`config.mk`:
```
export PLATFORM = sky130hd
export DESIGN_NAME = ssim_front
export DESIGN_NICKNAME = d
export VERILOG_FILES = /design/src/sv/ssim_pkg.sv /design/src/sv/ssim_front.sv
export SDC_FILE = /design/constraint.sdc
export NUM_CORES = 2
export LEC_CHECK = 0
export BUFFER_PORTS_ARGS = -buffer_cell sky130_fd_sc_hd__buf_4
export CAP_MARGIN = 20
export CORE_ASPECT_RATIO = 0.5
export CORE_MARGIN = 2
export CORE_UTILIZATION = 55
export CTS_BUF_LIST = sky130_fd_sc_hd__clkbuf_8
export CTS_CLUSTER_DIAMETER = 200
export DETAILED_ROUTE_END_ITERATION = 10
export PLACE_DENSITY_LB_ADDON = 0.3
export SYNTH_ARGS = -nofsm -noshare
export SYNTH_HDL_FRONTEND = slang
export SYNTH_SLANG_ARGS = --single-unit
```
`constraint.sdc`:
```
create_clock -name i_clk -period 18.94 [get_ports i_clk]
set_clock_uncertainty 0.15 [all_clocks]
set_input_delay 3.788 -clock i_clk [delete_from_list [all_inputs] [get_ports i_clk]]
set_output_delay 3.788 -clock i_clk [all_outputs]
set_load 0.02 [all_outputs]
```
`src/sv/ssim_pkg.sv`:
```
// shared types and constants for the ssim pixel and tile sum block
package ssim_pkg;

    localparam int unsigned TilePixels = 4096;
    localparam longint SumCap = 536870911;
    localparam longint SumLimitRaw = longint'(TilePixels) * 65536;
    localparam longint SumLimitL = (SumLimitRaw > SumCap) ? SumCap : SumLimitRaw;
    localparam logic signed [29:0] SUM_LIMIT = 30'(SumLimitL);
    localparam logic [17:0] ONE_Q16 = 18'd65536;

    localparam logic CFG_C1 = 1'b0;
    localparam logic CFG_C2 = 1'b1;

    localparam logic [31:0] C1_RESET = 32'd429497;
    localparam logic [31:0] C2_RESET = 32'd3865470;

    localparam int QDEPTH = 2;

    // classified request passed from front to back
    typedef struct packed {
        logic        special;   // result known without division
        logic [17:0] sval;      // value for the special case
        logic        neg;
        logic [33:0] lnum;      // luminance numerator, unsigned
        logic [34:0] cnum;      // magnitude of contrast numerator
        logic [33:0] lden;
        logic [34:0] cden;
        logic        last;
    } t_work;

endpackage

```
`src/sv/ssim_front.sv`:
```
// front: forms moments and classifies each request
module ssim_front import ssim_pkg::*; (
    input  logic        i_clk,
    input  logic        i_rst_n,
    input  logic [31:0] i_c1,
    input  logic [31:0] i_c2,
    input  logic        i_valid,
    output logic        o_stall,
    input  logic [15:0] i_mean_a,
    input  logic [15:0] i_mean_b,
    input  logic [31:0] i_meansq_a,
    input  logic [31:0] i_meansq_b,
    input  logic [31:0] i_mean_prod,
    input  logic        i_last_of_tile,
    output logic        o_valid,
    input  logic        i_stall,
    output t_work       o_work
);
    logic        r_s1v, n_s1v;
    logic [31:0] r_mua2, r_mub2, r_muab, r_sa, r_sb, r_sp, r_c1, r_c2;
    logic        r_last;
    logic        r_ov, n_ov;
    t_work       r_work, n_work;
    logic signed [35:0] lnum, lden, cnum, cden;
    logic adv1, adv2;

    assign adv2    = !r_ov || !i_stall;
    assign adv1    = !r_s1v || adv2;
    assign o_stall = !adv1;
    assign o_valid = r_ov;
    assign o_work  = r_work;

    // stage one: products
    always_ff @(posedge i_clk) begin
        if (adv1) begin
            r_mua2 <= i_mean_a * i_mean_a;
            r_mub2 <= i_mean_b * i_mean_b;
            r_muab <= i_mean_a * i_mean_b;
            r_sa   <= i_meansq_a;
            r_sb   <= i_meansq_b;
            r_sp   <= i_mean_prod;
            r_c1   <= i_c1;
            r_c2   <= i_c2;
            r_last <= i_last_of_tile;
        end
    end

    // stage two: sums and classification
    always_comb begin
        lnum = {3'b0, r_muab, 1'b0} + {4'b0, r_c1};
        lden = {4'b0, r_mua2} + {4'b0, r_mub2} + {4'b0, r_c1};
        cnum = ({3'b0, r_sp, 1'b0} - {3'b0, r_muab, 1'b0}) + {4'b0, r_c2};
        cden = {4'b0, r_sa} - {4'b0, r_mua2} + {4'b0, r_sb} - {4'b0, r_mub2}
               + {4'b0, r_c2};
        n_work.lnum    = lnum[33:0];
        n_work.lden    = lden[33:0];
        n_work.cnum    = cnum[35] ? 35'(-cnum) : cnum[34:0];
        n_work.cden    = cden[35] ? 35'(-cden) : cden[34:0];
        n_work.neg     = cnum[35] ^ cden[35];
        n_work.last    = r_last;
        n_work.special = 1'b0;
        n_work.sval    = '0;
        // zero denominator gives one, zero numerator gives zero
        if (lden == 0 || cden == 0) begin
            n_work.special = 1'b1;
            n_work.sval    = ONE_Q16;
        end else if (lnum == 0 || cnum == 0) begin
            n_work.special = 1'b1;
        end
    end

    always_comb begin
        n_s1v = adv1 ? i_valid : r_s1v;
        n_ov  = adv2 ? r_s1v : r_ov;
    end

    always_ff @(posedge i_clk) begin
        if (adv2) begin
            r_work <= n_work;
        end
    end

    always_ff @(posedge i_clk) begin
        if (!i_rst_n) begin
            r_s1v <= 1'b0;
            r_ov  <= 1'b0;
        end else begin
            r_s1v <= n_s1v;
            r_ov  <= n_ov;
        end
    end
endmodule

```
==> results.toml <==
[synth]
synth_area_leaders = "fa_1, edfxtp_1, ha_1"
synthDistinctLibCells = 94
synthFlopType = "edfxtp_1"
synth_fa_ha_area_frac = 0.389
muxShareOfSynthArea = 0.00135
netlist.area_leader.share = 0.259
synthCells = 4828
synth_edf_count = 397
seq_area_frac_synth = 0.249
synth-simple-area-share = 0.113
synth_top_family_by_area = "adder cells"
avgSynthCellArea_um2 = 9.95
netlist_area_um2 = 48100
synth-seq-cells = 399
synth_compound_area_frac = 0.103
synth_xor_area_frac = 0.0585
synth-async-reset-ratio = 0
yosys_warnings = 0
synth_top_area_cell = "fa_1"

[placed_design]
io_buffers = 340
place_hpwl_um = 105000
gp_congestion = 0.991
place_area_um2 = 51700

[clock_network]
cts_resized = 0
clockRootBuffer = "clkbuf_8"
clk_latency_ns = 0.67
cts_max_level = 3
cts.clk_slew.worst_paths_ns = 0.06
cts_hold_buffers = 0
cts_tree = "done"
cts_buffers = 68
clockBufferDepth = 3
postCtsSetupBuffers = 0
cts.sinks = 399

[drt]
drc = 0
via_per_inst = 5.57
vias = 35445
drt_pre_antenna_iters = 6
drt-total-wl_um = 129000
antenna_left = 0
drt_iter0_drc = 3238
avgRoutedWirePerCell_um = 20.2

[die]
rows = 76
die_w_um = 422
die_area_um2 = 89900
io_pins = 358
initial_core_util = 0.557
die_h_um = 213
core_um2 = 86300

[global_route]
grt_max_degree = 162
grt_pass1_wl_um = 199000
grt_pass1_vias = 36700
grt.overflow.total = 0
antenna_found_initial = 12
grt.total_usage = 0.288

[final_layout]
layout-drive-gt1-share = 0.0948
final_core_util = 0.614
fin_nets = 6458
final_cell_mix = "inv_1, fa_1, ha_1"
layout.cells.most_common = "inv_1"
design_area_um2 = 53000
area_growth_pct = 10.3

[hold_path]
hp-class = "flip-flop to flip-flop"

[job]
drv_cap = 0

[timing]
finalMaxSlewViolations = 0
relSlewSlack = 0.318
rsz0062_at_grt = "false"
fmax_mhz = 92.9
setup_viol = 0
final_hold_viol_count = 0
fin_crit_sh = 0.568
min_period_ns = 10.76
tightest_slew_ns = 1.02
fin_tns_setup_ns = 0

[setup_path]
required_ns = 19.20
crit_type = "input port to flip-flop"
setup.worst_path.start_class = "input port"
cp_max_fo = 24
worstSetupEndpointType = "flip-flop"
worstPathArrival_ns = 11.02

[outcome]
status = "completed"
-- final cells by class --
class	instances	area, µm²
timing repair buffer	348	2630
clock buffer	68	936
antenna	8	20.0
multi-input combinational	3354	32000
fill	7241	33400
tap	1170	1460
sequential	399	12000
inverter	969	3640
clock inverter	51	323
-- cells in the mapped netlist, types with 5 or more instances --
library cell	number
nor3_1	39
nor2_1	273
fa_1	621
and3_1	33
nor4_1	11
a21o_1	128
nand3_1	45
o21bai_1	34
o21a_1	36
a2111oi_0	8
and4_1	6
o21ai_0	122
a21oi_1	210
or4_1	6
nand4_1	13
nor2b_1	32
clkinv_1	8
xnor2_1	216
edfxtp_1	397
o2111ai_1	6
o31a_1	8
buf_4	17
a21boi_0	7
o22ai_1	5
or3_1	15
a31oi_1	31
xor2_1	105
nand2b_1	41
or2_2	18
clkbuf_1	105
ha_1	500
o311ai_1	5
a211o_1	10
and2_1	154
o21ai_1	12
o31ai_1	26
a211oi_1	17
o211ai_1	17
nand2_1	416
a31o_2	8
inv_1	960
-- metal layers --
| layer | vias to the layer above | GRT usage | wire, µm |
|---|---|---|---|
| met5 | - | 0 | 13 |
| met4 | 2 | 0.108 | 4810 |
| met3 | 270 | 0.0429 | 10300 |
| met2 | 1320 | 0.480 | 60000 |
| met1 | 17539 | 0.385 | 53500 |
| li1 | 16314 | - | - |
-- worst max-delay path, cell delays in order --
cell and delay (ns):
buf_4 0.32, clkinv_1 0.51, nor2_1 0.40, fa_1 0.48, inv_1 0.10, fa_1 0.39
inv_1 0.07, ha_1 0.13, inv_1 0.05, fa_1 0.50, inv_1 0.05, fa_1 0.52
inv_1 0.05, fa_1 0.47, inv_1 0.04, ha_1 0.32, a21o_1 0.22, or3_1 0.32
o21a_1 0.19, o21ai_0 0.42, a31oi_1 0.21, o41ai_1 0.33, o21ai_0 0.17, or4_1 0.45
a31o_2 0.25, a21oi_1 0.16, xnor2_1 0.07
-- path summary, 6_finish.rpt --
kind                                           from                   end  slack (ns)  depth (start not counted)
worst min register to register     r_last$_DFFE_PN_   o_work[0]$_DFFE_PP_        0.27                          0
worst min-delay path               r_last$_DFFE_PN_   o_work[0]$_DFFE_PP_        0.27                          0
worst max-delay path                    i_mean_a[7]  r_mua2[31]$_DFFE_PN_        8.18                         27
worst max register to register  r_mua2[0]$_DFFE_PN_  o_work[14]$_DFFE_PP_       11.34                         24
-- through the flow --
step | setup slack, ns | instances | hold WS [ns]
2_1_floorplan | 3.35 | 4847 | 0.250
3_3_place_gp | 7.59 | 6240 | 0.260
3_5_place_dp | 7.49 | 6240 | 0.259
4_1_cts | 8.20 | 6359 | 0.273
5_1_grt | 7.78 | 6366 | 0.290
6_report | 8.18 | 6367 | 0.271
-- flip-flops by register name (all words and copies together), names as in the netlist, 31 cells and up --
register  cells
o_work      142
r_c1         32
r_c2         32
r_muab       32
r_sa         32
r_sb         32
r_sp         32
r_mua2       31
r_mub2       31
-- cell families (layout without fill, tap and decap cells) --
logic type / count (synthesis) / after routing
simple gates: 1135 / 1135
fa+ha+maj: 1121 / 1121
buf+inv: 1094 / 1436
compound gates: 751 / 751
flops: 399 / 399
xor+xnor: 321 / 321
mux: 6 / 6
other cells: 1 / 28
Power is left out: the tool's default activity adds up to more than one toggle a clock period on the data nets, which glitch-free logic cannot reach.
