File: config.mk
export PLATFORM = sky130hd
export DESIGN_NAME = ssim_queue
export DESIGN_NICKNAME = d
export VERILOG_FILES = /design/src/sv/ssim_pkg.sv /design/src/sv/ssim_queue.sv
export SDC_FILE = /design/constraint.sdc
export NUM_CORES = 1
export LEC_CHECK = 0
export BUFFER_PORTS_ARGS = -buffer_cell sky130_fd_sc_hd__buf_4
export CORE_UTILIZATION = 52
export DETAILED_ROUTE_END_ITERATION = 10
export PLACE_DENSITY = 0.87
export SETUP_SLACK_MARGIN = 0.3
export SKIP_LAST_GASP = 1
export SYNTH_ARGS = -nofsm -noshare
export SYNTH_HDL_FRONTEND = slang
export SYNTH_SLANG_ARGS = --single-unit
File: constraint.sdc
create_clock -name i_clk -period 12.3 [get_ports i_clk]
set_input_delay 2.46 -clock i_clk [delete_from_list [all_inputs] [get_ports i_clk]]
set_output_delay 2.46 -clock i_clk [all_outputs]
set_load 0.1 [all_outputs]
File: src/sv/ssim_pkg.sv
// shared types and constants for the ssim pixel and tile sum block
package ssim_pkg;

    localparam int unsigned TilePixels = 4096;
    localparam longint SumCap = 536870911;
    localparam longint SumLimitRaw = longint'(TilePixels) * 65536;
    localparam longint SumLimitL = (SumLimitRaw > SumCap) ? SumCap : SumLimitRaw;
    localparam logic signed [29:0] SUM_LIMIT = 30'(SumLimitL);
    localparam logic [17:0] ONE_Q16 = 18'd65536;

    localparam logic CFG_C1 = 1'b0;
    localparam logic CFG_C2 = 1'b1;

    localparam logic [31:0] C1_RESET = 32'd429497;
    localparam logic [31:0] C2_RESET = 32'd3865470;

    localparam int QDEPTH = 2;

    // classified request passed from front to back
    typedef struct packed {
        logic        special;   // result known without division
        logic [17:0] sval;      // value for the special case
        logic        neg;
        logic [33:0] lnum;      // luminance numerator, unsigned
        logic [34:0] cnum;      // magnitude of contrast numerator
        logic [33:0] lden;
        logic [34:0] cden;
        logic        last;
    } t_work;

endpackage

File: src/sv/ssim_queue.sv
// short queue between front and back
module ssim_queue import ssim_pkg::*; (
    input  logic  i_clk,
    input  logic  i_rst_n,
    input  logic  i_valid,
    output logic  o_stall,
    input  t_work i_data,
    output logic  o_valid,
    input  logic  i_stall,
    output t_work o_data
);
    t_work      r_mem [QDEPTH];
    logic       r_wp, n_wp, r_rp, n_rp;
    logic [1:0] r_cnt, n_cnt;
    logic       push, pop;

    assign o_stall = (r_cnt == 2'(QDEPTH));
    assign o_valid = (r_cnt != 2'd0);
    assign o_data  = r_mem[r_rp];
    assign push    = i_valid && !o_stall;
    assign pop     = o_valid && !i_stall;

    always_ff @(posedge i_clk) begin
        if (push) begin
            r_mem[r_wp] <= i_data;
        end
    end

    always_comb begin
        n_wp  = push ? !r_wp : r_wp;
        n_rp  = pop ? !r_rp : r_rp;
        n_cnt = r_cnt + 2'(push) - 2'(pop);
    end

    always_ff @(posedge i_clk) begin
        if (!i_rst_n) begin
            r_wp  <= 1'b0;
            r_rp  <= 1'b0;
            r_cnt <= 2'd0;
        end else begin
            r_wp  <= n_wp;
            r_rp  <= n_rp;
            r_cnt <= n_cnt;
        end
    end
endmodule

==> impl_metrics.ini, run 1 <==
[clock_tree]
clk-insertion-delay-late_ps = 490
postCtsHoldBufs = 0
post_cts_resized = 0
cts.path.max_buffers = 3
cts_num_sinks = 323
postCtsSetupRepairBufs = 0
cts_bufs_inserted = 34
cts_tree = built
htree_levels = 2
cts.root.buffer_cell = sky130_fd_sc_hd__clkbuf_16
worst_setup_hold_path_clk_slew_ps = 60

[yosys]
synth-seq-area-share_pct = 79.5
synthDominantCellAreaShare_pct = 78.6
synth.area.top_cells = sky130_fd_sc_hd__edfxtp_1 79%, sky130_fd_sc_hd__mux2_4 12%, sky130_fd_sc_hd__mux2_2 5.4%
synth.ff_latch_count = 323
ys_types = 18
synth_area_leader_cell = sky130_fd_sc_hd__edfxtp_1
total_standard_cell_area_after_synthesis_mm2 = 0.0121
synth_warnings = 0
syn-num-nets = 686
post_synth_inst_count = 521
synth_area_per_cell_um2 = 23.3

[floorplanning]
dieArea_mm2 = 0.0240
placement_rows = 55
start_util_pct = 53.3
io_pins = 324
fp.dieW_um = 155
placeableCoreArea_mm2 = 0.0228
fp.dieH_um = 155

[worst_setup_path]
path_max_fanout = 66
critPathCaptureType = primary output
cp_data_required_time_ps = 9840
worst_path_most_repeated_cell = sky130_fd_sc_hd__buf_4
critical_path.max_stage_delay_ps = 910
worstSetupStartpointType = flop
timing.critical_path.arrival_ps = 2830
rr_startpoint = r_cnt[0]
crit_path_cell_trace = buf_4 > mux2_2 > buf_4
crit_slowest_cell = sky130_fd_sc_hd__buf_4
path_class = reg -> out

[worst_hold_path]
min_from = r_rp
classification_of_the_worst_slack_hold_path = reg -> reg

[detailed_routing]
route.detailed.vias_per_inst = 5.04
routed_wirelength_mm = 23.2
drt-pass1-iter-count = 4
detail-route-antenna-nets = 0
wire_per_inst_um = 19.3
via_count = 6066
total_drc_errors_in_the_routed_layout = 0
detailedRoute.firstIterationViolations = 333

[pwr]
combinationalPowerShare_pct = 43.4
seqPwrFrac_pct = 33.8
leakage_power_uw = 0.00614
vdd_drop_max_mv = 0.199
pwr_density_cell_mw_per_mm2 = 267
power_report.internal_total_uw = 2420
clkPwrFrac_pct = 22.8
switching_share_pct = 43.0
power.net_switching_uw = 1830

[cells_and_area]
final_common_cell = sky130_fd_sc_hd__buf_4
area.growth.synth_to_final_pct = 31.0
final_core_utilization_pct = 69.8
layout.nets = 1033
num_antenna_cells = 0
mostFrequentLayoutCells = 329 x sky130_fd_sc_hd__buf_4, 318 x sky130_fd_sc_hd__edfxtp_1, 101 x sky130_fd_sc_hd__mux2_4
layout_cell_share_with_drive_strength_beyond_1_pct = 60.1

[timing]
post-route-period-util_pct = 43.0
worst_hold_slack_ps = 483
rsz_0062_raised_after_global_routing = no
report.final.setup_viol = 0
final_hold_viol_count = 0
tightestPinTransition_ps = 1120
skew_ps = 10.6
tns_ps = 0
final-max-slew-violation-count = 0
layout_min_cycle_time_ps = 5290
max_freq_ghz = 0.189
timing.slew.headroom_pct = 25.6

[job]
cap_violations = 0

[grt]
grt_use_total_pct = 18.9
first_global_vias = 6433
overflow = 0
number_of_antenna_violations_at_the_first_check_in_global_routing = 0
grt_first_pass_wirelength_mm = 34.0
grt_start_max_net_pins = 78

[placed_design]
gp_congestion = 0.785
place.port_buffers = 323
detailedPlacementHpwl_mm = 15.4

[status]
run_status = complete, no violations
## path summary, 6_finish.rpt
check,end,slack (ps),depth (start not counted)
worst max-delay path,o_data[38],7010,3
worst min-delay path,r_rp,480,2
worst max register to register,r_mem[0][70],9850,4
worst min register to register,r_rp,480,2
## power by group through the flow
stage,Clock [uW],Combinational (uW),Sequential [uW]
global placement,0,1840,1450
global route,1030,1890,1450
finish,971,1840,1440
CTS,992,1850,1440
detailed placement,0,1850,1460
floorplan,0,1540,1460
## metal layers
layer  vias up  wire [um]  GRT usage (%)
met3        57       1960           6.30
met2       274      11700           32.7
met5         -          0              0
met1      2971       8670           21.4
li1       2764          -              -
met4         0        826           8.20
## cells in the mapped netlist
library cell	count
sky130_fd_sc_hd__and2_1	1
sky130_fd_sc_hd__and3_1	1
sky130_fd_sc_hd__buf_2	4
sky130_fd_sc_hd__buf_6	14
sky130_fd_sc_hd__dfxtp_1	5
sky130_fd_sc_hd__edfxtp_1	318
sky130_fd_sc_hd__ha_1	2
sky130_fd_sc_hd__inv_1	2
sky130_fd_sc_hd__mux2_2	58
sky130_fd_sc_hd__mux2_4	101
sky130_fd_sc_hd__mux2i_1	3
sky130_fd_sc_hd__nand2_1	3
sky130_fd_sc_hd__nand2b_1	3
sky130_fd_sc_hd__nor2_1	1
sky130_fd_sc_hd__nor2b_1	2
sky130_fd_sc_hd__or2_2	1
sky130_fd_sc_hd__xnor2_1	1
sky130_fd_sc_hd__xor2_1	1
## cell families after synthesis
logic type,share of synthesized area [%]
buf+inv,1.53
mux,18.1
simple gates,0.536
flops,79.5
xor+xnor,0.144
fa+ha+maj,0.206
## stage by stage
stage	setup WS [ps]	cell area [um^2]	total power [uW]	cells
finish	7010	15900	4250	1203
floorplan	2470	12100	3000	521
global placement	7530	14800	3290	1145
global route	6900	15900	4370	1203
detailed placement	7520	14800	3310	1145
CTS	6970	15900	4280	1203
## state kept, by name, summed over array words and instances, names as in the netlist, named ones only
name and count:
r_cnt 2, r_wp 1, r_rp 1, r_mem 318
## critical path, delay by kind of cell, from the launching register on
kind     cells  cell delay (ps)
flops        1              660
buf+inv      2             1150
mux          1              430
## area by class of cell
type | count | area (um^2)
repair buffers | 329 | 2470
clock inverters | 12 | 109
inverters | 2 | 7.51
clock buffers | 46 | 960
fillers | 1422 | 6870
multi-input cells | 178 | 2320
flip-flops and latches | 323 | 9650
well taps | 313 | 392
Power figures use the tool's default switching activity.
==> run 2, diff against run 1 <==
--- a/config.mk
+++ b/config.mk
@@ -6,9 +6,9 @@
 export NUM_CORES = 1
 export LEC_CHECK = 0
 export BUFFER_PORTS_ARGS = -buffer_cell sky130_fd_sc_hd__buf_4
-export CORE_UTILIZATION = 52
+export CORE_UTILIZATION = 47
 export DETAILED_ROUTE_END_ITERATION = 10
-export PLACE_DENSITY = 0.87
+export PLACE_DENSITY = 0.83
 export SETUP_SLACK_MARGIN = 0.3
 export SKIP_LAST_GASP = 1
 export SYNTH_ARGS = -nofsm -noshare
==> constraint.sdc (replaced) <==
create_clock -name i_clk -period 4.56 [get_ports i_clk]
set_input_delay 0.912 -clock i_clk [delete_from_list [all_inputs] [get_ports i_clk]]
set_output_delay 0.912 -clock i_clk [all_outputs]
set_load 0.1 [all_outputs]
==> run 2 against run 1 <==
Effect of this change:
- clock power grew to 2.7 times the previous value
- clock-buffer cell count is 3 higher
- utilization is 6.4 points lower
- sequential cell count stayed put
- sequential power grew to 2.7 times the previous value
- non-clock buffer count is 4 higher
- critical path depth stayed put
- final cell count is 2.1% higher
- critical endpoint is now o_data[157]
- combinational power grew to 2.7 times the previous value
==> impl_metrics.ini, run 2 (synthesized netlist as in run 1, its figures left out) <==
[worst_setup_path]
reg2reg_setup_slack_ps = 2490
rr_startpoint = r_cnt[0]
crit_path_cell_trace = buf_4 > mux2_2 > buf_4
path_class = reg -> out
worst_path_most_repeated_cell = sky130_fd_sc_hd__buf_4
r2r_end = r_mem[0][74]
critical_path.max_stage_delay_ps = 950
worstSetupStartpointType = flop
path_max_fanout = 55
critPathCaptureType = primary output
critical_path.top_delay_family = flip-flops
timing.critical_path.arrival_ps = 2450
crit_buf_inv = 2
reg2regPathDepth = 4
crit_slowest_cell = sky130_fd_sc_hd__dfxtp_4
cp_data_required_time_ps = 3650

[pwr]
vdd_drop_max_mv = 0.588
leakage_power_uw = 0.00618
combinationalPowerShare_pct = 43.3
switching_share_pct = 42.9
pwr_density_cell_mw_per_mm2 = 717
power_report.internal_total_uw = 6560
power.net_switching_uw = 4930
seqPwrFrac_pct = 33.9
clkPwrFrac_pct = 22.8

[grt]
grt_use_total_pct = 16.9
first_global_vias = 6459
overflow = 0
grt_start_max_net_pins = 87
number_of_antenna_violations_at_the_first_check_in_global_routing = 0
grt_first_pass_wirelength_mm = 34.3

[floorplanning]
placeableCoreArea_mm2 = 0.0253
placement_rows = 58
fp.dieH_um = 163
io_pins = 324
fp.dieW_um = 163
dieArea_mm2 = 0.0265
start_util_pct = 48.1

[timing]
rsz_0062_raised_after_global_routing = no
tightestPinTransition_ps = 1030
max_freq_ghz = 0.297
timing.slew.headroom_pct = 31.4
skew_ps = 9.00
final_hold_viol_count = 0
layout_min_cycle_time_ps = 3360
post-route-period-util_pct = 73.7
report.final.setup_viol = 0
tns_ps = 0
final-max-slew-violation-count = 0

[worst_hold_path]
classification_of_the_worst_slack_hold_path = reg -> reg
cell_depth_of_the_worst_hold_path = 2
min_from = r_rp

[cells_and_area]
mostFrequentLayoutCells = 328 x sky130_fd_sc_hd__buf_4, 318 x sky130_fd_sc_hd__edfxtp_1, 101 x sky130_fd_sc_hd__mux2_4
number_of_flip_flops_in_the_largest_register = 318
area.growth.synth_to_final_pct = 32.1
num_antenna_cells = 0
final_common_cell = sky130_fd_sc_hd__buf_4
final-instance-count-excl-fill = 1228
largestRegisters = r_mem (318), r_cnt (2)
layout_cell_share_with_drive_strength_beyond_1_pct = 60.1
largest-register = r_mem
layout.nets = 1037

[detailed_routing]
drt-pass1-iter-count = 4
wire_per_inst_um = 18.8
detail-route-antenna-nets = 0
route.detailed.vias_per_inst = 4.91
detailedRoute.firstIterationViolations = 332
via_count = 6030
routed_wirelength_mm = 23.1
total_drc_errors_in_the_routed_layout = 0

[clock_tree]
postCtsSetupRepairBufs = 0
postCtsHoldBufs = 0
worst_setup_hold_path_clk_slew_ps = 60
cts.path.max_buffers = 3
clk-insertion-delay-late_ps = 490
cts.root.buffer_cell = sky130_fd_sc_hd__clkbuf_16
htree_levels = 2
post_cts_resized = 0
cts_num_sinks = 323
cts_bufs_inserted = 34
cts_tree = built

[status]
run_status = complete, no violations

[placed_design]
place.port_buffers = 323
gp_congestion = 0.767
detailedPlacementHpwl_mm = 15.6
numPlacedInstances = 1166

[job]
cap_violations = 0
==> run 2: cell types whose count changed in the layout (fill, tap and decap cells not counted), sizes merged <==
cell    delta
buf        +4
clkinv     +2
inv        -1
clkbuf     +3
==> run 2: worst max path at each step <==
stage / start / endpoint / slack, ps / cells past startpoint
3_3_place_gp: flop / o_data[22] / 1700 / 3
2_1_floorplan: i_valid / r_mem[0][0] / 740 / 2
4_1_cts: flop / o_data[157] / 1120 / 3
5_1_grt: flop / o_data[39] / 1060 / 3
3_5_place_dp: flop / o_data[157] / 1650 / 3
6_report: flop / o_data[157] / 1200 / 3
==> run 2: final cells by class <==
class,instances,area (um^2)
Clock buffer,49,971
Clock inverter,13,108
Fill cell,1729,9220
Inverter,2,7.51
Multi-Input combinational cell,178,2320
Sequential cell,323,9650
Tap cell,330,413
Timing Repair Buffer,333,2560
==> run 2: stage by stage <==
stage	hold slack [ps]	instance area [um^2]	utilization, %	total power (uW)	worst slack, ps
after CTS	490	16000	63.5	11600	1120
final	482	16000	63.5	11500	1200
after global placement	454	15000	59.2	8900	1700
after floorplan	452	12200	-	8040	743
after detailed placement	482	15000	59.2	8970	1650
after global routing	530	16000	63.5	11900	1060
==> run 2: routing by layer <==
layer  track usage, %  vias to the layer above  part of all wire (%)
li1                 -                     2769                     -
met1             18.5                     2953                    36
met2             30.5                      254                    52
met3             5.30                       54                   8.6
met4             6.67                        0                   3.2
met5                0                        -                     0
==> run 2: power groups by stage <==
stage                     Clock (uW)  Combinational [uW]  Sequential, uW
after floorplan                    0                4160            3880
after global placement             0                4960            3940
after CTS                       2700                5010            3900
after global routing            2820                5110            3930
final                           2620                4980            3900
after detailed placement           0                5000            3960
==> run 2: worst min-delay path: stages (launching register included) <==
cell and delay [ps]:
sky130_fd_sc_hd__dfxtp_1 310, sky130_fd_sc_hd__nand2_1 70, sky130_fd_sc_hd__mux2i_1 60
